File: src/csvs_pkg.sv
package csvs_pkg;

    localparam int HOLD_DEPTH = 16;
    localparam int HOLD_AW    = (HOLD_DEPTH > 1) ? $clog2(HOLD_DEPTH) : 1;
    localparam int CNT_W      = $clog2(HOLD_DEPTH + 1);

    localparam int CFG_IDX_W  = 2;
    localparam int CFG_DATA_W = 8;

    localparam logic [CFG_IDX_W-1:0] REG_DELIMITER = 2'd0;
    localparam logic [CFG_IDX_W-1:0] REG_QUALIFIER = 2'd1;
    localparam logic [CFG_IDX_W-1:0] REG_ESCAPE    = 2'd2;

    localparam logic [7:0] RST_DELIMITER = 8'd44;
    localparam logic [7:0] RST_QUALIFIER = 8'd34;
    localparam logic [7:0] RST_ESCAPE    = 8'd92;

    // Bytes at or below this code count as whitespace for trimming.
    localparam logic [7:0] SPACE_MAX = 8'd32;

    // Work list for one request: up to two field bytes, or one field end.
    typedef struct packed {
        logic       b0_v;
        logic [7:0] b0;
        logic       b1_v;
        logic [7:0] b1;
        logic       fend_v;
        logic       fend_lend;
    } csvs_ops_t;

endpackage

File: src/csvs_ifs.sv
interface csvs_byte_if;
    logic       valid;
    logic       ready;
    logic       mode;
    logic [7:0] in_char;

    modport source (output valid, output mode, output in_char, input ready);
    modport sink   (input valid, input mode, input in_char, output ready);
endinterface

interface csvs_field_if;
    logic       valid;
    logic       ready;
    logic [7:0] out_char;
    logic       is_field_end;
    logic       line_end;
    logic       overflow;
    logic       last;

    modport source (output valid, output out_char, output is_field_end,
                    output line_end, output overflow, output last, input ready);
    modport sink   (input valid, input out_char, input is_field_end,
                    input line_end, input overflow, input last, output ready);
endinterface

File: src/csvs_decode.sv
module csvs_decode
    import csvs_pkg::*;
(
    input  logic                  clk,
    input  logic                  rst_n,
    input  logic                  cfg_wr_en,
    input  logic [CFG_IDX_W-1:0]  cfg_index,
    input  logic [CFG_DATA_W-1:0] cfg_data,
    input  logic                  accept,
    input  logic                  mode,
    input  logic [7:0]            in_char,
    output csvs_ops_t             ops
);

    logic [7:0] delim_reg;
    logic [7:0] qual_reg;
    logic [7:0] esc_reg;
    logic       esc_pend_reg;
    logic       esc_pend_next;
    logic       quotes_reg;
    logic       quotes_next;
    logic       is_esc;
    logic       is_qual;
    logic       is_delim;

    always_ff @(posedge clk or negedge rst_n)
    begin
        if (!rst_n)
        begin
            delim_reg <= RST_DELIMITER;
            qual_reg  <= RST_QUALIFIER;
            esc_reg   <= RST_ESCAPE;
        end
        else if (cfg_wr_en)
        begin
            case (cfg_index)
                REG_DELIMITER: delim_reg <= cfg_data;
                REG_QUALIFIER: qual_reg  <= cfg_data;
                REG_ESCAPE:    esc_reg   <= cfg_data;
                default:       ;
            endcase
        end
    end

    assign is_esc   = (esc_reg != 8'd0) && (in_char == esc_reg);
    assign is_qual  = (qual_reg != 8'd0) && (in_char == qual_reg);
    assign is_delim = (in_char == delim_reg);

    // Role priority is escape, then qualifier, then delimiter.
    always_comb
    begin
        ops           = '0;
        esc_pend_next = esc_pend_reg;
        quotes_next   = quotes_reg;
        if (mode)
        begin
            ops.fend_v    = 1'b1;
            ops.fend_lend = 1'b1;
            esc_pend_next = 1'b0;
            quotes_next   = 1'b0;
        end
        else if (is_esc)
        begin
            if (esc_pend_reg)
            begin
                ops.b1_v      = 1'b1;
                ops.b1        = esc_reg;
                esc_pend_next = 1'b0;
            end
            else
            begin
                esc_pend_next = 1'b1;
            end
        end
        else if (is_qual)
        begin
            if (esc_pend_reg)
            begin
                ops.b1_v      = 1'b1;
                ops.b1        = qual_reg;
                esc_pend_next = 1'b0;
            end
            else
            begin
                quotes_next = !quotes_reg;
            end
        end
        else if (is_delim)
        begin
            if (esc_pend_reg || quotes_reg)
            begin
                ops.b1_v      = 1'b1;
                ops.b1        = delim_reg;
                esc_pend_next = 1'b0;
            end
            else
            begin
                ops.fend_v    = 1'b1;
                esc_pend_next = 1'b0;
                quotes_next   = 1'b0;
            end
        end
        else
        begin
            if (esc_pend_reg)
            begin
                ops.b0_v      = 1'b1;
                ops.b0        = esc_reg;
                esc_pend_next = 1'b0;
            end
            ops.b1_v = 1'b1;
            ops.b1   = in_char;
        end
    end

    always_ff @(posedge clk or negedge rst_n)
    begin
        if (!rst_n)
        begin
            esc_pend_reg <= 1'b0;
            quotes_reg   <= 1'b0;
        end
        else if (accept)
        begin
            esc_pend_reg <= esc_pend_next;
            quotes_reg   <= quotes_next;
        end
    end

endmodule

File: src/csvs_seq.sv
module csvs_seq
    import csvs_pkg::*;
(
    input  logic       clk,
    input  logic       rst_n,
    input  logic       in_valid,
    output logic       in_ready,
    input  csvs_ops_t  ops,
    output logic       out_valid,
    input  logic       out_ready,
    output logic [7:0] out_char,
    output logic       out_fend,
    output logic       out_lend,
    output logic       out_ovf,
    output logic       out_last
);

    localparam logic [1:0] S_IDLE  = 2'd0;
    localparam logic [1:0] S_BYTE  = 2'd1;
    localparam logic [1:0] S_FLUSH = 2'd2;

    logic [1:0]       state_reg;
    logic [1:0]       state_next;
    csvs_ops_t        ops_reg;
    csvs_ops_t        ops_next;
    logic             seen_reg;
    logic             seen_next;
    logic [CNT_W-1:0] held_reg;
    logic [CNT_W-1:0] held_next;
    logic             ovf_reg;
    logic             ovf_next;
    logic [CNT_W-1:0] rd_idx_reg;
    logic [CNT_W-1:0] rd_idx_next;

    logic [7:0]       hold_mem [HOLD_DEPTH];
    logic [7:0]       rd_data_reg;
    logic             mem_we;
    logic             mem_re;

    logic             out_valid_reg;
    logic [7:0]       out_char_reg;
    logic             out_fend_reg;
    logic             out_lend_reg;
    logic             out_ovf_reg;
    logic             out_last_reg;
    logic             out_load;
    logic [7:0]       load_char;
    logic             load_fend;
    logic             load_lend;
    logic             load_ovf;
    logic             load_last;

    logic             out_free;
    logic [7:0]       cur_ch;
    logic             have_byte;
    logic             more_after;

    assign out_free   = !out_valid_reg || out_ready;
    assign cur_ch     = ops_reg.b0_v ? ops_reg.b0 : ops_reg.b1;
    assign have_byte  = ops_reg.b0_v || ops_reg.b1_v;
    // A byte taken from the first slot still has the second one behind it.
    assign more_after = ops_reg.b0_v && ops_reg.b1_v;
    assign in_ready   = (state_reg == S_IDLE);

    always_comb
    begin
        state_next  = state_reg;
        ops_next    = ops_reg;
        seen_next   = seen_reg;
        held_next   = held_reg;
        ovf_next    = ovf_reg;
        rd_idx_next = rd_idx_reg;
        mem_we      = 1'b0;
        mem_re      = 1'b0;
        out_load    = 1'b0;
        load_char   = cur_ch;
        load_fend   = 1'b0;
        load_lend   = 1'b0;
        load_ovf    = 1'b0;
        load_last   = 1'b0;
        case (state_reg)
            S_IDLE:
            begin
                if (in_valid)
                begin
                    ops_next = ops;
                    if (ops.b0_v || ops.b1_v || ops.fend_v)
                        state_next = S_BYTE;
                end
            end
            S_BYTE:
            begin
                if (have_byte)
                begin
                    if (cur_ch > SPACE_MAX)
                    begin
                        if (rd_idx_reg < held_reg)
                        begin
                            mem_re     = 1'b1;
                            state_next = S_FLUSH;
                        end
                        else if (out_free)
                        begin
                            out_load  = 1'b1;
                            // The second byte makes a result only if it is not space.
                            load_last = !(more_after && (ops_reg.b1 > SPACE_MAX));
                            seen_next   = 1'b1;
                            held_next   = '0;
                            rd_idx_next = '0;
                            if (ops_reg.b0_v)
                                ops_next.b0_v = 1'b0;
                            else
                                ops_next.b1_v = 1'b0;
                            if (!more_after)
                                state_next = S_IDLE;
                        end
                    end
                    else
                    begin
                        if (seen_reg)
                        begin
                            if (held_reg < CNT_W'(HOLD_DEPTH))
                            begin
                                mem_we    = 1'b1;
                                held_next = held_reg + 1'b1;
                            end
                            else
                            begin
                                ovf_next = 1'b1;
                            end
                        end
                        if (ops_reg.b0_v)
                            ops_next.b0_v = 1'b0;
                        else
                            ops_next.b1_v = 1'b0;
                        if (!more_after)
                            state_next = S_IDLE;
                    end
                end
                else if (ops_reg.fend_v)
                begin
                    if (out_free)
                    begin
                        out_load    = 1'b1;
                        load_char   = 8'd0;
                        load_fend   = 1'b1;
                        load_lend   = ops_reg.fend_lend;
                        load_ovf    = ovf_reg;
                        load_last   = 1'b1;
                        seen_next   = 1'b0;
                        held_next   = '0;
                        ovf_next    = 1'b0;
                        rd_idx_next = '0;
                        ops_next    = '0;
                        state_next  = S_IDLE;
                    end
                end
                else
                begin
                    state_next = S_IDLE;
                end
            end
            S_FLUSH:
            begin
                if (out_free)
                begin
                    out_load    = 1'b1;
                    load_char   = rd_data_reg;
                    rd_idx_next = rd_idx_reg + 1'b1;
                    state_next  = S_BYTE;
                end
            end
            default:
            begin
                state_next = S_IDLE;
            end
        endcase
    end

    always_ff @(posedge clk)
    begin
        if (mem_we)
            hold_mem[held_reg[HOLD_AW-1:0]] <= cur_ch;
        if (mem_re)
            rd_data_reg <= hold_mem[rd_idx_reg[HOLD_AW-1:0]];
    end

    always_ff @(posedge clk or negedge rst_n)
    begin
        if (!rst_n)
        begin
            state_reg     <= S_IDLE;
            ops_reg       <= '0;
            seen_reg      <= 1'b0;
            held_reg      <= '0;
            ovf_reg       <= 1'b0;
            rd_idx_reg    <= '0;
            out_valid_reg <= 1'b0;
        end
        else
        begin
            state_reg  <= state_next;
            ops_reg    <= ops_next;
            seen_reg   <= seen_next;
            held_reg   <= held_next;
            ovf_reg    <= ovf_next;
            rd_idx_reg <= rd_idx_next;
            if (out_load)
                out_valid_reg <= 1'b1;
            else if (out_ready)
                out_valid_reg <= 1'b0;
        end
    end

    always_ff @(posedge clk)
    begin
        if (out_load)
        begin
            out_char_reg <= load_char;
            out_fend_reg <= load_fend;
            out_lend_reg <= load_lend;
            out_ovf_reg  <= load_ovf;
            out_last_reg <= load_last;
        end
    end

    assign out_valid = out_valid_reg;
    assign out_char  = out_char_reg;
    assign out_fend  = out_fend_reg;
    assign out_lend  = out_lend_reg;
    assign out_ovf   = out_ovf_reg;
    assign out_last  = out_last_reg;

endmodule

File: src/csv_field_splitter.sv
// A taken request is held in the sequencer's ops register; each of its results is
// then loaded into the output register, which can stall. A new request is taken
// only while the sequencer is idle, once its bytes and any held whitespace replayed
// from the hold memory are out; a request with nothing to sequence leaves it idle.
// Reset (rst_n, asynchronous, active low) restores the default delimiter,
// qualifier and escape bytes and clears all field state; no clearing pass.
module csv_field_splitter
    import csvs_pkg::*;
(
    input  logic                  clk,
    input  logic                  rst_n,
    input  logic                  cfg_wr_en,
    input  logic [CFG_IDX_W-1:0]  cfg_index,
    input  logic [CFG_DATA_W-1:0] cfg_data,
    csvs_byte_if.sink             byte_stream,
    csvs_field_if.source          field_stream
);

    csvs_ops_t ops;
    logic      accept;

    assign accept = byte_stream.valid && byte_stream.ready;

    csvs_decode u_decode (
        .clk       (clk),
        .rst_n     (rst_n),
        .cfg_wr_en (cfg_wr_en),
        .cfg_index (cfg_index),
        .cfg_data  (cfg_data),
        .accept    (accept),
        .mode      (byte_stream.mode),
        .in_char   (byte_stream.in_char),
        .ops       (ops)
    );

    csvs_seq u_seq (
        .clk       (clk),
        .rst_n     (rst_n),
        .in_valid  (byte_stream.valid),
        .in_ready  (byte_stream.ready),
        .ops       (ops),
        .out_valid (field_stream.valid),
        .out_ready (field_stream.ready),
        .out_char  (field_stream.out_char),
        .out_fend  (field_stream.is_field_end),
        .out_lend  (field_stream.line_end),
        .out_ovf   (field_stream.overflow),
        .out_last  (field_stream.last)
    );

endmodule
File: src/flat_wrapper.sv
// flat-port wrapper written by rule: the top's interface ports become plain ports
module csv_field_splitter_flat import csvs_pkg::*;
  (clk, rst_n, cfg_wr_en, cfg_index, cfg_data, byte_stream_valid, byte_stream_mode, byte_stream_in_char, byte_stream_ready, field_stream_valid, field_stream_out_char, field_stream_is_field_end, field_stream_line_end, field_stream_overflow, field_stream_last, field_stream_ready);
  csvs_byte_if byte_stream_i ();
  csvs_field_if field_stream_i ();
  input  logic clk;
  input  logic rst_n;
  input  logic cfg_wr_en;
  input  logic [CFG_IDX_W-1:0] cfg_index;
  input  logic [CFG_DATA_W-1:0] cfg_data;
  input wire logic [$bits(byte_stream_i.valid)-1:0] byte_stream_valid;
  input wire logic [$bits(byte_stream_i.mode)-1:0] byte_stream_mode;
  input wire logic [$bits(byte_stream_i.in_char)-1:0] byte_stream_in_char;
  output wire logic [$bits(byte_stream_i.ready)-1:0] byte_stream_ready;
  output wire logic [$bits(field_stream_i.valid)-1:0] field_stream_valid;
  output wire logic [$bits(field_stream_i.out_char)-1:0] field_stream_out_char;
  output wire logic [$bits(field_stream_i.is_field_end)-1:0] field_stream_is_field_end;
  output wire logic [$bits(field_stream_i.line_end)-1:0] field_stream_line_end;
  output wire logic [$bits(field_stream_i.overflow)-1:0] field_stream_overflow;
  output wire logic [$bits(field_stream_i.last)-1:0] field_stream_last;
  input wire logic [$bits(field_stream_i.ready)-1:0] field_stream_ready;
  assign byte_stream_i.valid = byte_stream_valid;
  assign byte_stream_i.mode = byte_stream_mode;
  assign byte_stream_i.in_char = byte_stream_in_char;
  assign byte_stream_ready = byte_stream_i.ready;
  assign field_stream_valid = field_stream_i.valid;
  assign field_stream_out_char = field_stream_i.out_char;
  assign field_stream_is_field_end = field_stream_i.is_field_end;
  assign field_stream_line_end = field_stream_i.line_end;
  assign field_stream_overflow = field_stream_i.overflow;
  assign field_stream_last = field_stream_i.last;
  assign field_stream_i.ready = field_stream_ready;
  csv_field_splitter u_core (.clk(clk), .rst_n(rst_n), .cfg_wr_en(cfg_wr_en), .cfg_index(cfg_index), .cfg_data(cfg_data), .byte_stream(byte_stream_i), .field_stream(field_stream_i));
endmodule
File: config.mk
export PLATFORM = sky130hd
export DESIGN_NAME = csv_field_splitter_flat
export DESIGN_NICKNAME = d
export VERILOG_FILES = /design/src/csvs_pkg.sv /design/src/csvs_ifs.sv /design/src/csvs_decode.sv /design/src/csvs_seq.sv /design/src/csv_field_splitter.sv /design/src/flat_wrapper.sv
export SDC_FILE = /design/constraint.sdc
export NUM_CORES = 1
export LEC_CHECK = 0
export ABC_AREA = 1
export BUFFER_PORTS_ARGS = -buffer_cell sky130_fd_sc_hd__buf_2
export CAP_MARGIN = 20
export CELL_PAD_IN_SITES_DETAIL_PLACEMENT = 0
export CELL_PAD_IN_SITES_GLOBAL_PLACEMENT = 2
export CORE_AREA = 2 2 172 140
export CTS_BUF_LIST = sky130_fd_sc_hd__clkbuf_16
export DETAILED_ROUTE_END_ITERATION = 6
export DIE_AREA = 0 0 174 142
export PLACE_DENSITY_LB_ADDON = 0.1
export SKIP_CTS_REPAIR_TIMING = 1
export SYNTH_ARGS = -nofsm -noshare
export SYNTH_HDL_FRONTEND = slang
export SYNTH_SLANG_ARGS = --single-unit
File: constraint.sdc
create_clock -name clk -period 4 [get_ports clk]
set_input_delay 0.4 -clock clk [delete_from_list [all_inputs] [get_ports clk]]
set_output_delay 0.4 -clock clk [all_outputs]
set_load 0.01 [all_outputs]
==> summary.md <==
| Metric | Value |
|---|---|
| DR vias/cell | `roughly 5.2` |
| Vias | `slightly above 7000` |
| Ys async rst share | `0.292` |
| Die ar. | `approximately 25000 um^2` |
| Chip width | `~170 um` |
| Clock root buffer | `clkbuf_16` |
| Largest area contributor in the netlist | `edfxtp_1` |
| Post-synthesis cell count | `around 990` |
| GRT Total Usage | `0.213` |
| Vias in the first global route | `6883` |
| Total clock sinks | `between 200 and 250` |
| CTS Buf Count | `22` |
| Endpoints failing setup | `0` |
| Final setup skew | `around 0.0094 ns` |
| Netlist cell types | `39` |
| Diode count | `0` |
| 1st-pass router iterations | `5` |
| Achievable frequency | `306 MHz` |
| Core Region | `23000 um^2` |
| Hold Violations, Final | `0` |
| Final Cycle Share | `0.817` |
| Synth cell count leaders | `224 x nand2_1, 148 x edfxtp_1, 113 x nor2_1` |
| Unrepaired setup endpoints after global routing | `no` |
| Pwr/cell area | `around 640 nW/um^2` |
| I/O pin total | `38` |
| Top_reg_cell synth | `edfxtp_1` |
| Synth top area share | `0.458` |
| Worst setup EP type | `register` |
| Htree depth | `1` |
| Routed WL | `25700 um` |
| Port bufs | `37` |
| Layout cell share with drive strength beyond 1 | `0.111` |
| Min-delay worst type | `input pin to register` |
| Detail Route Antenna Nets | `0` |
| Max cap viols | `0` |
| P&R area growth vs syn | `12.9%` |
| WL per Instance | `19.0 um` |
| Register area share after synthesis | `0.616` |
| CTS max path bufs | `3` |
| CP required | `4.14 ns` |
| Placed wire-length estimate | `18300 um` |
| CP arrival | `around 3.4 ns` |
| WS Path Type | `register to register` |
| Clk_lat worst skew | `roughly 0.50 ns` |
| Slew headroom | `0.402` |
| Number of synthesis warnings | `0` |
| Tot Pwr | `~7 mW` |
| Largest net degree at the start of global routing | `66` |
| Largest cells by area after synthesis | `edfxtp_1 46%, dfrtp_1 13%, nand2_1 8.7%, o21ai_0 5.0%, nor2_1 4.4%` |
| DRC Markers | `0` |
| Post-synth net total | `between 1000 and 1500` |
| Most frequent cell after synthesis | `nand2_1` |
| Crit-path max FO | `19` |
| GRT overflow | `0` |
| Max reg flops | `about 130` |
| Fillers | `between 2000 and 2500` |
| Post-Syn Area | `around 10000 um^2` |
| Die Height | `around 140 um` |
| Fin util | `0.476` |
| EDFF count, synth | `approximately 150` |
| Antenna violations before repair | `0` |
| Status | `finished clean` |
| Final #Nets | `about 1100` |
| Placer Congestion | `a little over 0.8` |
| Setup tns final | `0 ns` |
| Clk slew on worst S/H paths | `roughly 0.06 ns` |
| TritonCTS clock tree | `yes` |
| Yosys reg bits | `approximately 210` |
| Max VDD drop | `roughly 0.00063 V` |
| Syn_area_per_cell | `between 9 and 10 um^2` |
| Initial Util | `0.422` |
| Lkg Pwr | `around 4.4 nW` |
| Row count | `50` |
| Final min period | `between 3 and 4 ns` |
| Fin. max-slew vios | `0` |
| Global-route wire length before repair | `approximately 40000 um` |
| Worst Setup Start Kind | `register` |
| Worst-margin pin slew | `roughly 0.89 ns` |
| Initial DRC count | `670` |
worst paths after layout:
kind | end | depth (start not counted) | slack [ns] | start
worst max-delay path | u_core.u_seq.hold_mem[1][1]$_DFFE_PP_ | 7 | 0.73 | u_core.u_seq.ops_reg[19]$_DFFE_PN0P_
worst min-delay path | u_core.u_decode.esc_reg[6]$_DFFE_PN1P_ | 3 | 0.16 | cfg_data[6]
worst max register to register | u_core.u_seq.hold_mem[1][1]$_DFFE_PP_ | 7 | 0.73 | u_core.u_seq.ops_reg[19]$_DFFE_PN0P_
worst min register to register | u_core.u_decode.delim_reg[3]$_DFFE_PN1P_ | 2 | 0.52 | u_core.u_decode.delim_reg[3]$_DFFE_PN1P_
max in group asynchronous | u_core.u_decode.delim_reg[2]$_DFFE_PN1P_ | 4 | 2.75 | rst_n
min in group asynchronous | u_core.u_seq.state_reg[0]$_DFFE_PN0P_ | 2 | 0.36 | rst_n
layer usage:
| metal | global-route usage | up-vias | share of wire |
|---|---|---|---|
| met2 | 0.313 | 190 | 0.41 |
| met4 | 0.0372 | 0 | 0.013 |
| met1 | 0.336 | 3347 | 0.52 |
| met5 | 0 | - | 0 |
| li1 | - | 3476 | - |
| met3 | 0.0342 | 27 | 0.060 |
where the power goes:
| part | internal, mW | total, mW | leakage (nW) | switching, mW |
|---|---|---|---|---|
| sequential | 2.76 | 2.91 | 2.14 | 0.156 |
| combinational | 0.534 | 2.00 | 1.91 | 1.47 |
| clock | 1.23 | 2.07 | 0.365 | 0.836 |
critical path: stages, from the launching register on:
cell and delay, ns:
dfrtp_1 0.62, o21ai_2 0.76, nand2_1 0.12, nor2_1 0.15, nand3_2 0.13, nand2_4 0.15, nand4_1 0.31, nor2_1 0.65
final cells by class:
type	instances	area, um^2	share of cell area
inverters	105	394	0.0359
repair buffers	48	283	0.0258
multi-input cells	641	3190	0.291
clock inverters	15	155	0.0141
flip-flops and latches	209	5980	0.546
well taps	312	390	0.0356
clock buffers	23	576	0.0525
placed cells by master (no fill, tap or decap), types with 2 or more instances in the layout:
cell	instances
o21ai_2	6
a21oi_1	41
inv_1	99
nor2_2	2
nand4_1	13
a221oi_1	16
nand3_1	39
clkinv_2	3
xnor2_1	8
a31oi_1	2
nand2_4	2
o211ai_1	6
bufinv_16	3
ha_1	13
clkinv_1	4
inv_2	7
clkinvlp_4	3
buf_2	37
o32ai_1	16
o21ai_0	97
dfstp_2	9
nor3_1	3
xor2_1	3
nand2_1	224
a211oi_1	2
o21ai_1	14
buf_4	9
dfrtp_1	51
clkbuf_16	23
nand2_2	3
edfxtp_1	148
o22ai_1	11
nor2_1	113
kinds of logic after synthesis:
family                   synth area share
buffers and inverters              0.0559
flip-flops                          0.616
AND/OR/NAND/NOR                     0.170
AO/OA/AOI/OAI                       0.132
adder cells (fa/ha/maj)            0.0167
XOR/XNOR                          0.00992
per-stage QoR:
| stage | instance area (um^2) | hold WS (ns) | instances | setup WS, ns |
|---|---|---|---|---|
| floorplan | 9710 | 0.104 | 987 | 1.57 |
| global placement | 10200 | 0.497 | 1313 | 0.757 |
| detailed placement | 10200 | 0.354 | 1314 | 0.704 |
| CTS | 11000 | -0.182 | 1352 | 0.664 |
| global route | 11000 | 0.195 | 1353 | 0.465 |
| finish | 11000 | 0.161 | 1353 | 0.730 |
(Power assumes the default switching activity.)
